==> config.mk <==
export PLATFORM = sky130hd
export DESIGN_NAME = mpmf_front
export DESIGN_NICKNAME = d
export VERILOG_FILES = /design/src/mpmf_pkg.sv /design/src/mpmf_front.sv
export SDC_FILE = /design/constraint.sdc
export NUM_CORES = 1
export LEC_CHECK = 0
export BUFFER_PORTS_ARGS = -buffer_cell sky130_fd_sc_hd__buf_2
export CAP_MARGIN = 15
export CORE_MARGIN = 5
export CORE_UTILIZATION = 45
export DETAILED_ROUTE_END_ITERATION = 16
export PLACE_DENSITY = 0.71
export REMOVE_ABC_BUFFERS = 1
export SLEW_MARGIN = 10
export SYNTH_ARGS = -nofsm -noshare
export SYNTH_HDL_FRONTEND = slang
export SYNTH_SLANG_ARGS = --single-unit
==> constraint.sdc <==
create_clock -name clk -period 7.62 [get_ports clk]
set_input_delay 0.381 -clock clk [delete_from_list [all_inputs] [get_ports clk]]
set_output_delay 0.381 -clock clk [all_outputs]
set_load 0.01 [all_outputs]
==> src/mpmf_pkg.sv <==
// shared types and register map for the mirror padded median filter
// no dependencies
`timescale 1ns / 1ps

package mpmf_pkg;

	localparam int CFG_W = 11;
	localparam int HALF_CFG_W = 2;
	localparam int PIX_W = 8;
	localparam int ADDR_W = 4;
	localparam int DATA_W = 32;

	typedef enum logic [1:0] {
		REG_FRAME_WIDTH  = 2'd0,
		REG_FRAME_HEIGHT = 2'd1,
		REG_HALF_ROWS    = 2'd2,
		REG_HALF_COLS    = 2'd3
	} reg_idx_t;

	typedef enum logic [3:0] {
		ST_IDLE  = 4'b0001,
		ST_RUN   = 4'b0010,
		ST_FLUSH = 4'b0100,
		ST_FIN   = 4'b1000
	} back_state_t;

endpackage

==> src/mpmf_front.sv <==
// front end: accepts pixel and drain transactions, tracks input and output raster
// positions, writes the line ring and queues window jobs; uses mpmf_pkg
`timescale 1ns / 1ps

module mpmf_front #(
	parameter int CW = 10,
	parameter int RW = 10,
	parameter int HW = 2,
	parameter int RB = 3
) (
	input  logic                     clk,
	input  logic                     arst_n,
	input  logic                     cfg_restart,
	input  logic                     pix_valid,
	output logic                     pix_ready,
	input  logic                     action,
	input  logic [mpmf_pkg::PIX_W-1:0] pixel_in,
	input  logic [CW-1:0]            w_last,
	input  logic [RW-1:0]            h_last,
	input  logic [HW-1:0]            a_eff,
	input  logic [HW-1:0]            b_eff,
	input  logic                     back_idle,
	output logic                     mem_we,
	output logic [RB-1:0]            mem_wring,
	output logic [CW-1:0]            mem_wcol,
	output logic [mpmf_pkg::PIX_W-1:0] mem_wdata,
	output logic                     job_valid,
	output logic [RW-1:0]            job_row,
	output logic [CW-1:0]            job_col,
	output logic                     job_last,
	input  logic                     job_pop
);

	logic [RW-1:0] in_row_q, out_row_q, row_n, rmax, job_row_q;
	logic [CW-1:0] in_col_q, out_col_q, col_n, cmax, job_col_q;
	logic          frame_in_q, frame_n, job_valid_q, job_last_q;
	logic          acc, do_wr, rdy, push, last;
	logic [RW:0]   rsum;
	logic [CW:0]   csum;

	assign pix_ready = !job_valid_q && back_idle;
	assign acc = pix_valid && pix_ready;
	assign do_wr = acc && !action && !frame_in_q;

	assign mem_we = do_wr;
	assign mem_wring = RB'(in_row_q);
	assign mem_wcol = in_col_q;
	assign mem_wdata = pixel_in;

	always_comb begin
		row_n = in_row_q;
		col_n = in_col_q;
		frame_n = frame_in_q;
		if (do_wr) begin
			if (in_col_q != w_last) begin
				col_n = in_col_q + CW'(1);
			end else if (in_row_q != h_last) begin
				col_n = '0;
				row_n = in_row_q + RW'(1);
			end else begin
				frame_n = 1'b1;
			end
		end
	end

	// last pixel the next centre needs, compared against the write position
	assign rsum = {1'b0, out_row_q} + (RW+1)'(a_eff);
	assign csum = {1'b0, out_col_q} + (CW+1)'(b_eff);
	assign rmax = (rsum > {1'b0, h_last}) ? h_last : rsum[RW-1:0];
	assign cmax = (csum > {1'b0, w_last}) ? w_last : csum[CW-1:0];
	assign rdy = frame_n || (rmax < row_n) || ((rmax == row_n) && (cmax < col_n));
	assign push = acc && rdy;
	assign last = (out_col_q == w_last) && (out_row_q == h_last);

	always_ff @(posedge clk or negedge arst_n) begin
		if (!arst_n) begin
			in_row_q <= '0;
			in_col_q <= '0;
			out_row_q <= '0;
			out_col_q <= '0;
			frame_in_q <= 1'b0;
		end else if (cfg_restart || (push && last)) begin
			in_row_q <= '0;
			in_col_q <= '0;
			out_row_q <= '0;
			out_col_q <= '0;
			frame_in_q <= 1'b0;
		end else if (acc) begin
			in_row_q <= row_n;
			in_col_q <= col_n;
			frame_in_q <= frame_n;
			if (push) begin
				if (out_col_q != w_last) begin
					out_col_q <= out_col_q + CW'(1);
				end else begin
					out_col_q <= '0;
					out_row_q <= out_row_q + RW'(1);
				end
			end
		end
	end

	// one-entry job queue toward the back end
	always_ff @(posedge clk or negedge arst_n) begin
		if (!arst_n) begin
			job_valid_q <= 1'b0;
		end else if (push) begin
			job_valid_q <= 1'b1;
		end else if (job_pop) begin
			job_valid_q <= 1'b0;
		end
	end

	always_ff @(posedge clk) begin
		if (push) begin
			job_row_q <= out_row_q;
			job_col_q <= out_col_q;
			job_last_q <= last;
		end
	end

	assign job_valid = job_valid_q;
	assign job_row = job_row_q;
	assign job_col = job_col_q;
	assign job_last = job_last_q;

endmodule

# Word level (Yosys, flattened, before mapping)
# Cells that the tools add are included.
# Widths: inputs -> output; s select.
[op_classes]
eq_ne = 7
n_reduce_logical = 19
mux = 27
add_sub_neg = 6
n_lt_le_gt_ge = 4
[ops]
columns = ["op", "n"]
rows = [
  ["$mux 10", 20],
  ["$add 10x1->10 const B", 4],
  ["$eq 10x10->1", 3],
  ["$ne 10x10->1", 3],
  ["$add 10x2->11", 2],
  ["$gt 11x10->1", 2],
  ["$lt 10x10->1", 2],
  ["$logic_and 1x1->1", 8],
  ["$mux 1", 7],
  ["$reduce_bool 2->1", 3],
  ["$logic_not 1->1", 3],
  ["$logic_or 1x1->1", 3],
  ["$reduce_and 3->1", 1],
  ["$ne 2x2->1 const B", 1],
  ["$reduce_and 2->1", 1],
]
[word_totals]
regBits = 63
in_bits = 39
word_cells = 72
output_inout_bits = 45

# Logic depth before layout (Yosys ltp)
# Gate-level depths: netlist of run 1.
[depth]
word_depth = 14
ltp_mapped = 25
depth_no_buf = 23

# Least setup slack after synthesis of run 1
# OpenSTA, ideal clock, no wires.
[synth_path]
path_type = "reg-to-reg"
startpoint = "register out_row_q[0]"
endpoint = "register out_col_q[2]"
path_slack_ns = 2.244
period_less_slack_ns = 5.376
setup_time_ns = 0.122
arrival_time_ns = 5.254
stages_incl_launch_ff = 23
required_time_ns = 7.498
cell_sequence = "dfrtp_1 > ha_1 > fa_1 > xor2_1 > ha_1 > o21a_1 > o21a_1 > o211ai_1 > a21oi_1 > o41ai_1 > o21ai_1 > clkbuf_1 > a21oi_1 > ha_1 > a211oi_1 > nor2_1 > or4_1 > nand3_1 > a31oi_1 > nor2_1 > buf_2 > o21ai_0 > a32o_1"
[synth_between]
elab_chain_len = 11
[synth_rtl]
columns = ["item", "line", "source"]
rows = [
  ["start: declaration", "mpmf_front.sv:34", "logic [RW-1:0] in_row_q, out_row_q, row_n, rmax, job_row_q;"],
  ["start signal: assignment", "mpmf_front.sv:97", "out_row_q <= out_row_q + RW'(1);"],
  ["$add 10x2->11 *", "mpmf_front.sv:67", "assign rsum = {1'b0, out_row_q} + (RW+1)'(a_eff);"],
  ["$gt 11x10->1", "mpmf_front.sv:69", "assign rmax = (rsum > {1'b0, h_last}) ? h_last : rsum[RW-1:0];"],
  ["$mux 10 *", "mpmf_front.sv:69", ""],
  ["$lt 10x10->1 or $eq 10x10->1 (tied branches)", "mpmf_front.sv:71", "assign rdy = frame_n || (rmax < row_n) || ((rmax == row_n) && (cmax < col_n));"],
  ["$logic_or 1x1->1 or $logic_and 1x1->1 (tied branches)", "mpmf_front.sv:71", ""],
  ["$logic_or 1x1->1 *", "mpmf_front.sv:71", ""],
  ["$logic_and 1x1->1 *", "mpmf_front.sv:72", "assign push = acc && rdy;"],
  ["named net push", "mpmf_front.sv:37", "logic acc, do_wr, rdy, push, last;"],
  ["$logic_and 1x1->1", "mpmf_front.sv:82", "end else if (cfg_restart || (push && last)) begin"],
  ["$logic_or 1x1->1", "mpmf_front.sv:82", ""],
  ["$reduce_bool 2->1 (no source line)", "-", ""],
  ["$reduce_and 2->1 (no source line)", "-", ""],
  ["end signal: assignment", "mpmf_front.sv:94", "out_col_q <= out_col_q + CW'(1);"],
  ["end: declaration", "mpmf_front.sv:35", "logic [CW-1:0] in_col_q, out_col_q, col_n, cmax, job_col_q;"],
]
# Mark *: on every way through the listed nets, which the timed path passes. The rest lies on a longest branch.
# A chain may end at the register's enable or synchronous reset.

# Worst setup path after layout of run 1
[layout_path]
startpoint = "register out_row_q[0]"
endpoint = "register out_col_q[6]"
[layout_between]
elab_chain_len = 11
[layout_rtl]
columns = ["item", "line"]
rows = [
  ["$add 10x2->11", "mpmf_front.sv:67"],
  ["$gt 11x10->1", "mpmf_front.sv:69"],
  ["$mux 10", "mpmf_front.sv:69"],
  ["$lt 10x10->1 or $eq 10x10->1 (tied branches)", "mpmf_front.sv:71"],
  ["$logic_or 1x1->1 or $logic_and 1x1->1 (tied branches)", "mpmf_front.sv:71"],
  ["$logic_or 1x1->1", "mpmf_front.sv:71"],
  ["$logic_and 1x1->1", "mpmf_front.sv:72"],
  ["$logic_and 1x1->1", "mpmf_front.sv:82"],
  ["$logic_or 1x1->1", "mpmf_front.sv:82"],
  ["$reduce_bool 2->1 (no source line)", "-"],
  ["$reduce_and 2->1 (no source line)", "-"],
]
# Several ways; a longest one is shown, not always the timed one.

==> results.py, run 1 <==
metrics = {
    "worst_setup_path": {
        "cp_slowest_cell": "nor2_2",
        "critPathBufInv": 2,
        "cp.depth": 23,
        "crit_top_cell": "ha_1",
        "start_kind": "flop",
        "critPathTopFamily": "compound AO/OA/AOI/OAI gates",
        "cp_max_fo": 20,
        "crit_type": "reg -> reg",
        "path_cells": "ha_1, fa_1, ha_1, nor2b_1, o21a_1, o21a_1, o211ai_1, a21oi_1, o41ai_1, o21ai_1, buf_4, nor2_1, a21oi_1, ha_1, nand4_1, nor4_1, o221a_2, nor2b_1, a31oi_1, nor2_2, buf_4, nand2_1, a32o_1",
        "critPathArrivalTime_ps": 6540,
        "slowest_delay_ps": 740,
        "endpoint_kind": "flop",
        "r2r.worst_path.cells": 23,
        "cp.required_ps": 7860,
    },
    "pwr": {
        "p_leak_nw": 2.61,
        "powerDensity_nw_per_um2": 133,
        "ir_worst_vdd_v": 0.0000883,
    },
    "timing": {
        "period_minus_slack_ps": 6300,
        "tns_ps": 0,
        "clock_skew_ps": 6.63,
        "slew_headroom": 0.274,
        "worstMarginPinSlew_ps": 1090,
        "setup_viol": 0,
        "finalCritPeriodShare": 0.827,
        "hold_slack_ps": -4.81,
        "rsz0062_at_grt": "no",
        "fmax_mhz": 159,
        "layout_setup_ws_ps": 1320,
        "finalHoldViolCount": 7,
        "slew_violations": 0,
    },
    "cts": {
        "cts_tree": "done",
        "cts_inserted_buffers": 9,
        "cts_buffer_depth": 2,
        "cts_hold_buf": 0,
        "cts_sinks": 63,
        "insertion_delay_ps": 350,
        "htreeDepth": 3,
        "cts.repair.resized": 0,
        "clk_pin_slew_worst_paths_ps": 80,
        "cts-root-buf": "clkbuf_8",
        "post_cts_buffers": 0,
    },
    "placement": {
        "placed_area_um2": 5250,
        "dp_slack_ps": 1300,
        "numPortBuffers": 67,
        "post-dp-hpwl_mm": 9.84,
        "place.gp.congestion": 0.932,
    },
    "global_routing": {
        "grt_max_degree": 43,
        "overflow": 0,
        "grt_pass1_vias": 4206,
        "antenna_found_initial": 0,
        "track_usage": 0.202,
        "grt_pass1_wl_mm": 21.1,
    },
    "cells_and_area": {
        "antenna_cells": 0,
        "nNetsFinal": 681,
        "nFillCells": 1019,
        "area_growth_pct": 11.1,
        "regArea_um2": 1680,
        "multiInputGateArea_um2": 2940,
        "design_area_um2": 5460,
        "final_layout_size_suffix_gt1_frac": 0.169,
    },
    "synth": {
        "synth-edff-count": 21,
        "ys_seq_elements": 63,
        "synth-simple-area-share": 0.191,
        "yosys-top-cells-area": "dfrtp_1, edfxtp_1, ha_1",
        "syn_inst": 545,
        "syn_area_um2": 4920,
        "synth-main-ff-cell": "dfrtp_1",
        "synth_top_area_share": 0.214,
        "synth_largest_area_cell": "dfrtp_1",
        "ys_seq_area_frac": 0.342,
        "synth-compound-area-share": 0.139,
        "ys.warnings.count": 0,
        "ys_types": 59,
        "async_flop_share": 0.667,
        "synth_common_cells": "nor2_1, xor2_1, ha_1, a21oi_1, dfrtp_1",
        "synth_xor_xnor_area_share": 0.125,
        "synthMuxAreaShare": 0.0148,
        "synth_top_family_by_area": "simple AND/OR/NAND/NOR gates",
        "synthAdderAreaFrac": 0.128,
        "syn_avg_cell_area_um2": 9.02,
        "synth_most_common_cell": "nor2_1",
    },
    "floorplanning": {
        "start_util": 0.455,
        "rows": 38,
        "dieArea_um2": 13100,
        "fp.dieW_um": 115,
        "dieHeight_um": 115,
        "io_pins": 84,
        "core_area_um2": 10800,
    },
    "route": {
        "drc": 0,
        "antenna_left": 0,
        "drt-total-wl_mm": 12.8,
        "vias": 4215,
        "dr.pass1.iters": 5,
        "drt_iter0_drc": 268,
        "wl_per_cell_um": 17.3,
        "routed_via_density": 5.71,
    },
    "flow_run": {
        "max_cap_viol_count": 0,
    },
    "outcome": {
        "status": "finished with violations",
        "failed_checks": "negative hold slack",
    },
    "worst_hold_path": {
        "hp-class": "in -> async",
    },
}
[layout make-up]
cell class,instances,share of cell area
clock buffer,10,0.0252
clock inverter,6,0.00825
inverter,29,0.0208
multi-input combinational,420,0.538
sequential,63,0.308
tap,140,0.0321
timing repair buffer,70,0.0678
[through the flow]
step	std cells	util	hold slack, ps	total power (W)
after global placement	720	0.487	593	0.000458
after detailed placement	720	0.487	603	0.000461
after CTS	736	0.503	224	0.000734
final	738	0.506	-4.81	0.000729
after floorplan	512	-	85.4	0.000417
after global routing	738	0.506	23.3	0.000760
[cell families (layout without fill, tap and decap cells)]
logic type | Yosys count | after routing
muxes | 7 | 7
DFF | 63 | 63
buffers and inverters | 62 | 115
adders and majority gates | 49 | 49
AOI/OAI and AO/OA | 105 | 105
xor gates and xnor gates | 70 | 70
and+or+nand+nor | 189 | 189
[final timing paths]
| path | startpoint | endpoint | slack [ps] |
|---|---|---|---|
| min reg2reg | out_row_q[9] | job_row[9] | 620 |
| min in group clk | job_pop | job_valid | 240 |
| max reg2reg | out_row_q[0] | out_col_q[6] | 1320 |
| min | arst_n | out_col_q[9] | -5 |
| max | out_row_q[0] | out_col_q[6] | 1320 |
| max in group asynchronous | arst_n | in_row_q[9] | 7110 |
[power breakdown]
part | internal (W) | switching, W | total, W
combinational | 0.0000357 | 0.0000602 | 0.0000959
sequential | 0.000355 | 0.00000485 | 0.000359
clock | 0.000128 | 0.000146 | 0.000274
[state kept, by name (all words and copies together) (netlist names)]
signal,count
job_valid,1
in_row_q,10
out_row_q,10
out_col_q,10
mem_wcol,10
frame_in_q,1
job_col,10
job_row,10
job_last,1
[metal layers]
metal / vias to the layer above / GRT usage / share of wire
met5: - / 0 / 0
met4: 0 / 0.0491 / 0.012
met3: 14 / 0.0439 / 0.075
met2: 162 / 0.322 / 0.46
met1: 2005 / 0.279 / 0.45
li1: 2034 / - / -
[placed cells by master, fill, tap and decap left out, types with 3 or more instances in the layout]
master	count
xor2_1	49
nor2_1	55
edfxtp_1	21
a22oi_1	5
xnor2_1	21
nor3_1	10
nand2_1	41
inv_1	27
buf_2	67
and4_1	3
clkbuf_8	10
nor4_1	10
a31oi_1	3
o211ai_1	3
and2_1	4
dfrtp_1	42
clkinvlp_4	3
and3_1	11
a32o_1	7
o21ai_0	16
nand4_1	15
a211oi_1	3
nand3_1	19
ha_1	47
a21oi_1	44
o21a_1	3
nor2b_1	3
or3_1	4
a21o_1	4
mux2i_1	5
(Power assumes the default switching activity.)
==> inputs of run 2 (changes only) <==
Settings changed: PLACE_DENSITY 0.71 to 0.74.
Clock period 7.62 ns to 5.1 ns, I/O delays scaled along.
==> run 2 against run 1 <==
The run ends with negative setup slack left; critical path depth is 1 higher; total power is 69% higher; die area unchanged; sequential share of layout area is 3.7 points lower; count of clock-buffer cells in the layout did not move; register-to-register slack worse by 1400 ps; utilization grew 6.9 points; worst hold slack better by 83 ps; global-route usage up 0.086 points.
==> results.py, run 2 (same netlist as run 1, synthesis figures left out) <==
metrics = {
    "cells_and_area": {
        "area_growth_pct": 26.3,
        "final_common_cell": "buf_2",
        "layout_common_cells": "buf_2, nor2_1, xor2_1",
        "fin_util": 0.575,
        "final_layout_size_suffix_gt1_frac": 0.297,
        "antenna_cells": 0,
        "nNetsFinal": 727,
    },
    "timing": {
        "setup_viol": 24,
        "finalCritPeriodShare": 1.02,
        "layout_setup_ws_ps": -106,
        "worstMarginPinSlew_ps": 1020,
        "period_minus_slack_ps": 5210,
        "clock_skew_ps": 12.6,
        "fmax_mhz": 192,
        "finalHoldViolCount": 0,
        "rsz0062_at_grt": "yes",
        "slew_violations": 0,
        "slew_headroom": 0.320,
    },
    "outcome": {
        "failed_checks": "negative setup slack",
        "status": "finished with violations",
    },
    "floorplanning": {
        "start_util": 0.455,
        "rows": 38,
        "dieArea_um2": 13100,
        "dieHeight_um": 115,
        "core_area_um2": 10800,
        "io_pins": 84,
        "fp.dieW_um": 115,
    },
    "placement": {
        "place.gp.congestion": 0.910,
        "dp_slack_ps": -147,
        "post-dp-hpwl_mm": 10.1,
        "numPortBuffers": 67,
    },
    "worst_setup_path": {
        "r2r_end": "out_row_q[2]",
        "slowest_delay_ps": 470,
        "cp.required_ps": 5380,
        "critPathArrivalTime_ps": 5490,
        "r2r.worst_path.cells": 24,
        "crit_top_cell": "ha_1",
        "rr_startpoint": "out_col_q[0]",
        "crit_type": "reg -> reg",
        "critPathTopFamily": "simple AND/OR/NAND/NOR gates",
        "cp_slowest_cell": "or4_1",
        "critPathBufInv": 2,
        "r2r_setup_slack_ps": -110,
        "endpoint_kind": "flop",
        "start_kind": "flop",
        "path_cells": "ha_1, fa_1, nand3_1, nor2_1, xor2_1, ha_1, nand4_1, or3b_4, o211ai_1, buf_4, nand2_4, nor2_2, a21oi_1, ha_1, nand2_1, o21a_1, o221a_4, o21ai_2, nand3_4, a31o_4, buf_6, a31o_4, or4_1, nand2_1",
        "cp_max_fo": 5,
    },
    "flow_run": {
        "max_cap_viol_count": 0,
    },
    "cts": {
        "cts_tree": "done",
        "cts-root-buf": "clkbuf_8",
        "insertion_delay_ps": 350,
        "cts_sinks": 63,
        "htreeDepth": 3,
        "clk_pin_slew_worst_paths_ps": 80,
        "cts_buffer_depth": 2,
        "cts_inserted_buffers": 9,
    },
    "route": {
        "drt_iter0_drc": 285,
        "drc": 0,
        "wl_per_cell_um": 18.6,
        "drt-total-wl_mm": 14.6,
        "vias": 4574,
        "routed_via_density": 5.83,
        "antenna_left": 0,
        "dr.pass1.iters": 5,
    },
    "global_routing": {
        "grt_max_degree": 43,
        "grt_pass1_wl_mm": 21.3,
        "track_usage": 0.203,
        "antenna_found_initial": 0,
        "overflow": 0,
        "grt_pass1_vias": 4229,
    },
    "pwr": {
        "power.internal_w": 0.000901,
        "power_switching_w": 0.000328,
        "p_leak_nw": 2.94,
        "ir_worst_vdd_v": 0.000184,
        "clkPwrFrac": 0.410,
        "seqPwrFrac": 0.436,
        "powerDensity_nw_per_um2": 198,
        "swShare": 0.267,
        "combPwrFrac": 0.153,
    },
    "worst_hold_path": {
        "hp-class": "in -> async",
    },
}
==> run 2: cell types whose count changed in the layout (fill, tap and decap cells not counted), sizes merged <==
cell      previous run  this run
nand2               43        46
clkbuf              10        12
buf                 70       111
bufinv               0         2
clkinv               4         3
clkinvlp             3         2
==> run 2: area by class of cell <==
class                      instances  area [µm²]
sequential                        63        1680
inverter                          29         114
timing repair buffer             113         773
fill                             939        4580
clock inverter                     6        92.6
multi-input combinational        423        3240
clock buffer                      10         138
tap                              140         175
==> run 2: power groups by stage <==
stage | Combinational (W) | Clock [W] | Sequential, W
detailed placement | 0.000150 | 0 | 0.000546
CTS | 0.000153 | 0.000510 | 0.000536
global route | 0.000203 | 0.000534 | 0.000537
floorplan | 0.0000737 | 0 | 0.000550
global placement | 0.000146 | 0 | 0.000546
finish | 0.000189 | 0.000505 | 0.000536
==> run 2: per-stage QoR <==
step	std cells	setup TNS [ps]	instance area (µm²)	hold WS (ps)	total power [W]
5_1_grt	784	-11700	6210	145	0.00127
6_report	784	-707	6210	78.2	0.00123
3_5_place_dp	742	-2610	5430	485	0.000696
4_1_cts	758	0	5690	109	0.00120
2_1_floorplan	512	-28960	4730	-40.6	0.000623
3_3_place_gp	742	-192	5430	477	0.000692
==> run 2: worst register-to-register path: stages, from the launching register on <==
cell and delay [ps]:
dfrtp_1 420, ha_1 220, fa_1 410, nand3_1 180, nor2_1 100, xor2_1 180
ha_1 360, nand4_1 140, or3b_4 420, o211ai_1 140, buf_4 180, nand2_4 80
nor2_2 120, a21oi_1 50, ha_1 330, nand2_1 60, o21a_1 210, o221a_4 230
o21ai_2 70, nand3_4 110, a31o_4 240, buf_6 120, a31o_4 230, or4_1 470
nand2_1 90
==> run 2: timing repair <==
item | 4_1_cts | 5_1_grt
hold buffers | 0 | 0
endpoints found under the setup margin | 58 | 62
resized for setup | 6 | 65
setup buffers | 0 | 19
pin swaps | 2 | 29
cloned | 0 | 7
==> run 2: layer usage <==
| layer | share of wire | routed length (µm) | GRT usage | up-vias |
|---|---|---|---|---|
| met5 | 0 | 0 | 0 | - |
| met3 | 0.073 | 1060 | 0.0481 | 40 |
| li1 | - | - | - | 2138 |
| met2 | 0.49 | 7080 | 0.327 | 210 |
| met4 | 0.024 | 345 | 0.0602 | 0 |
| met1 | 0.42 | 6080 | 0.270 | 2186 |
==> run 2: worst max-delay path by stage <==
stage / end / slack, ps / cells past startpoint / from
after floorplan: out_col_q[2] / -1090 / 21 / out_row_q[0]
after global placement: out_row_q[0] / -30 / 23 / a_eff[0]
after detailed placement: out_row_q[1] / -150 / 23 / a_eff[0]
after CTS: out_row_q[2] / 20 / 23 / out_col_q[1]
after global routing: out_row_q[2] / -370 / 25 / out_col_q[1]
final: out_row_q[2] / -110 / 24 / out_col_q[0]
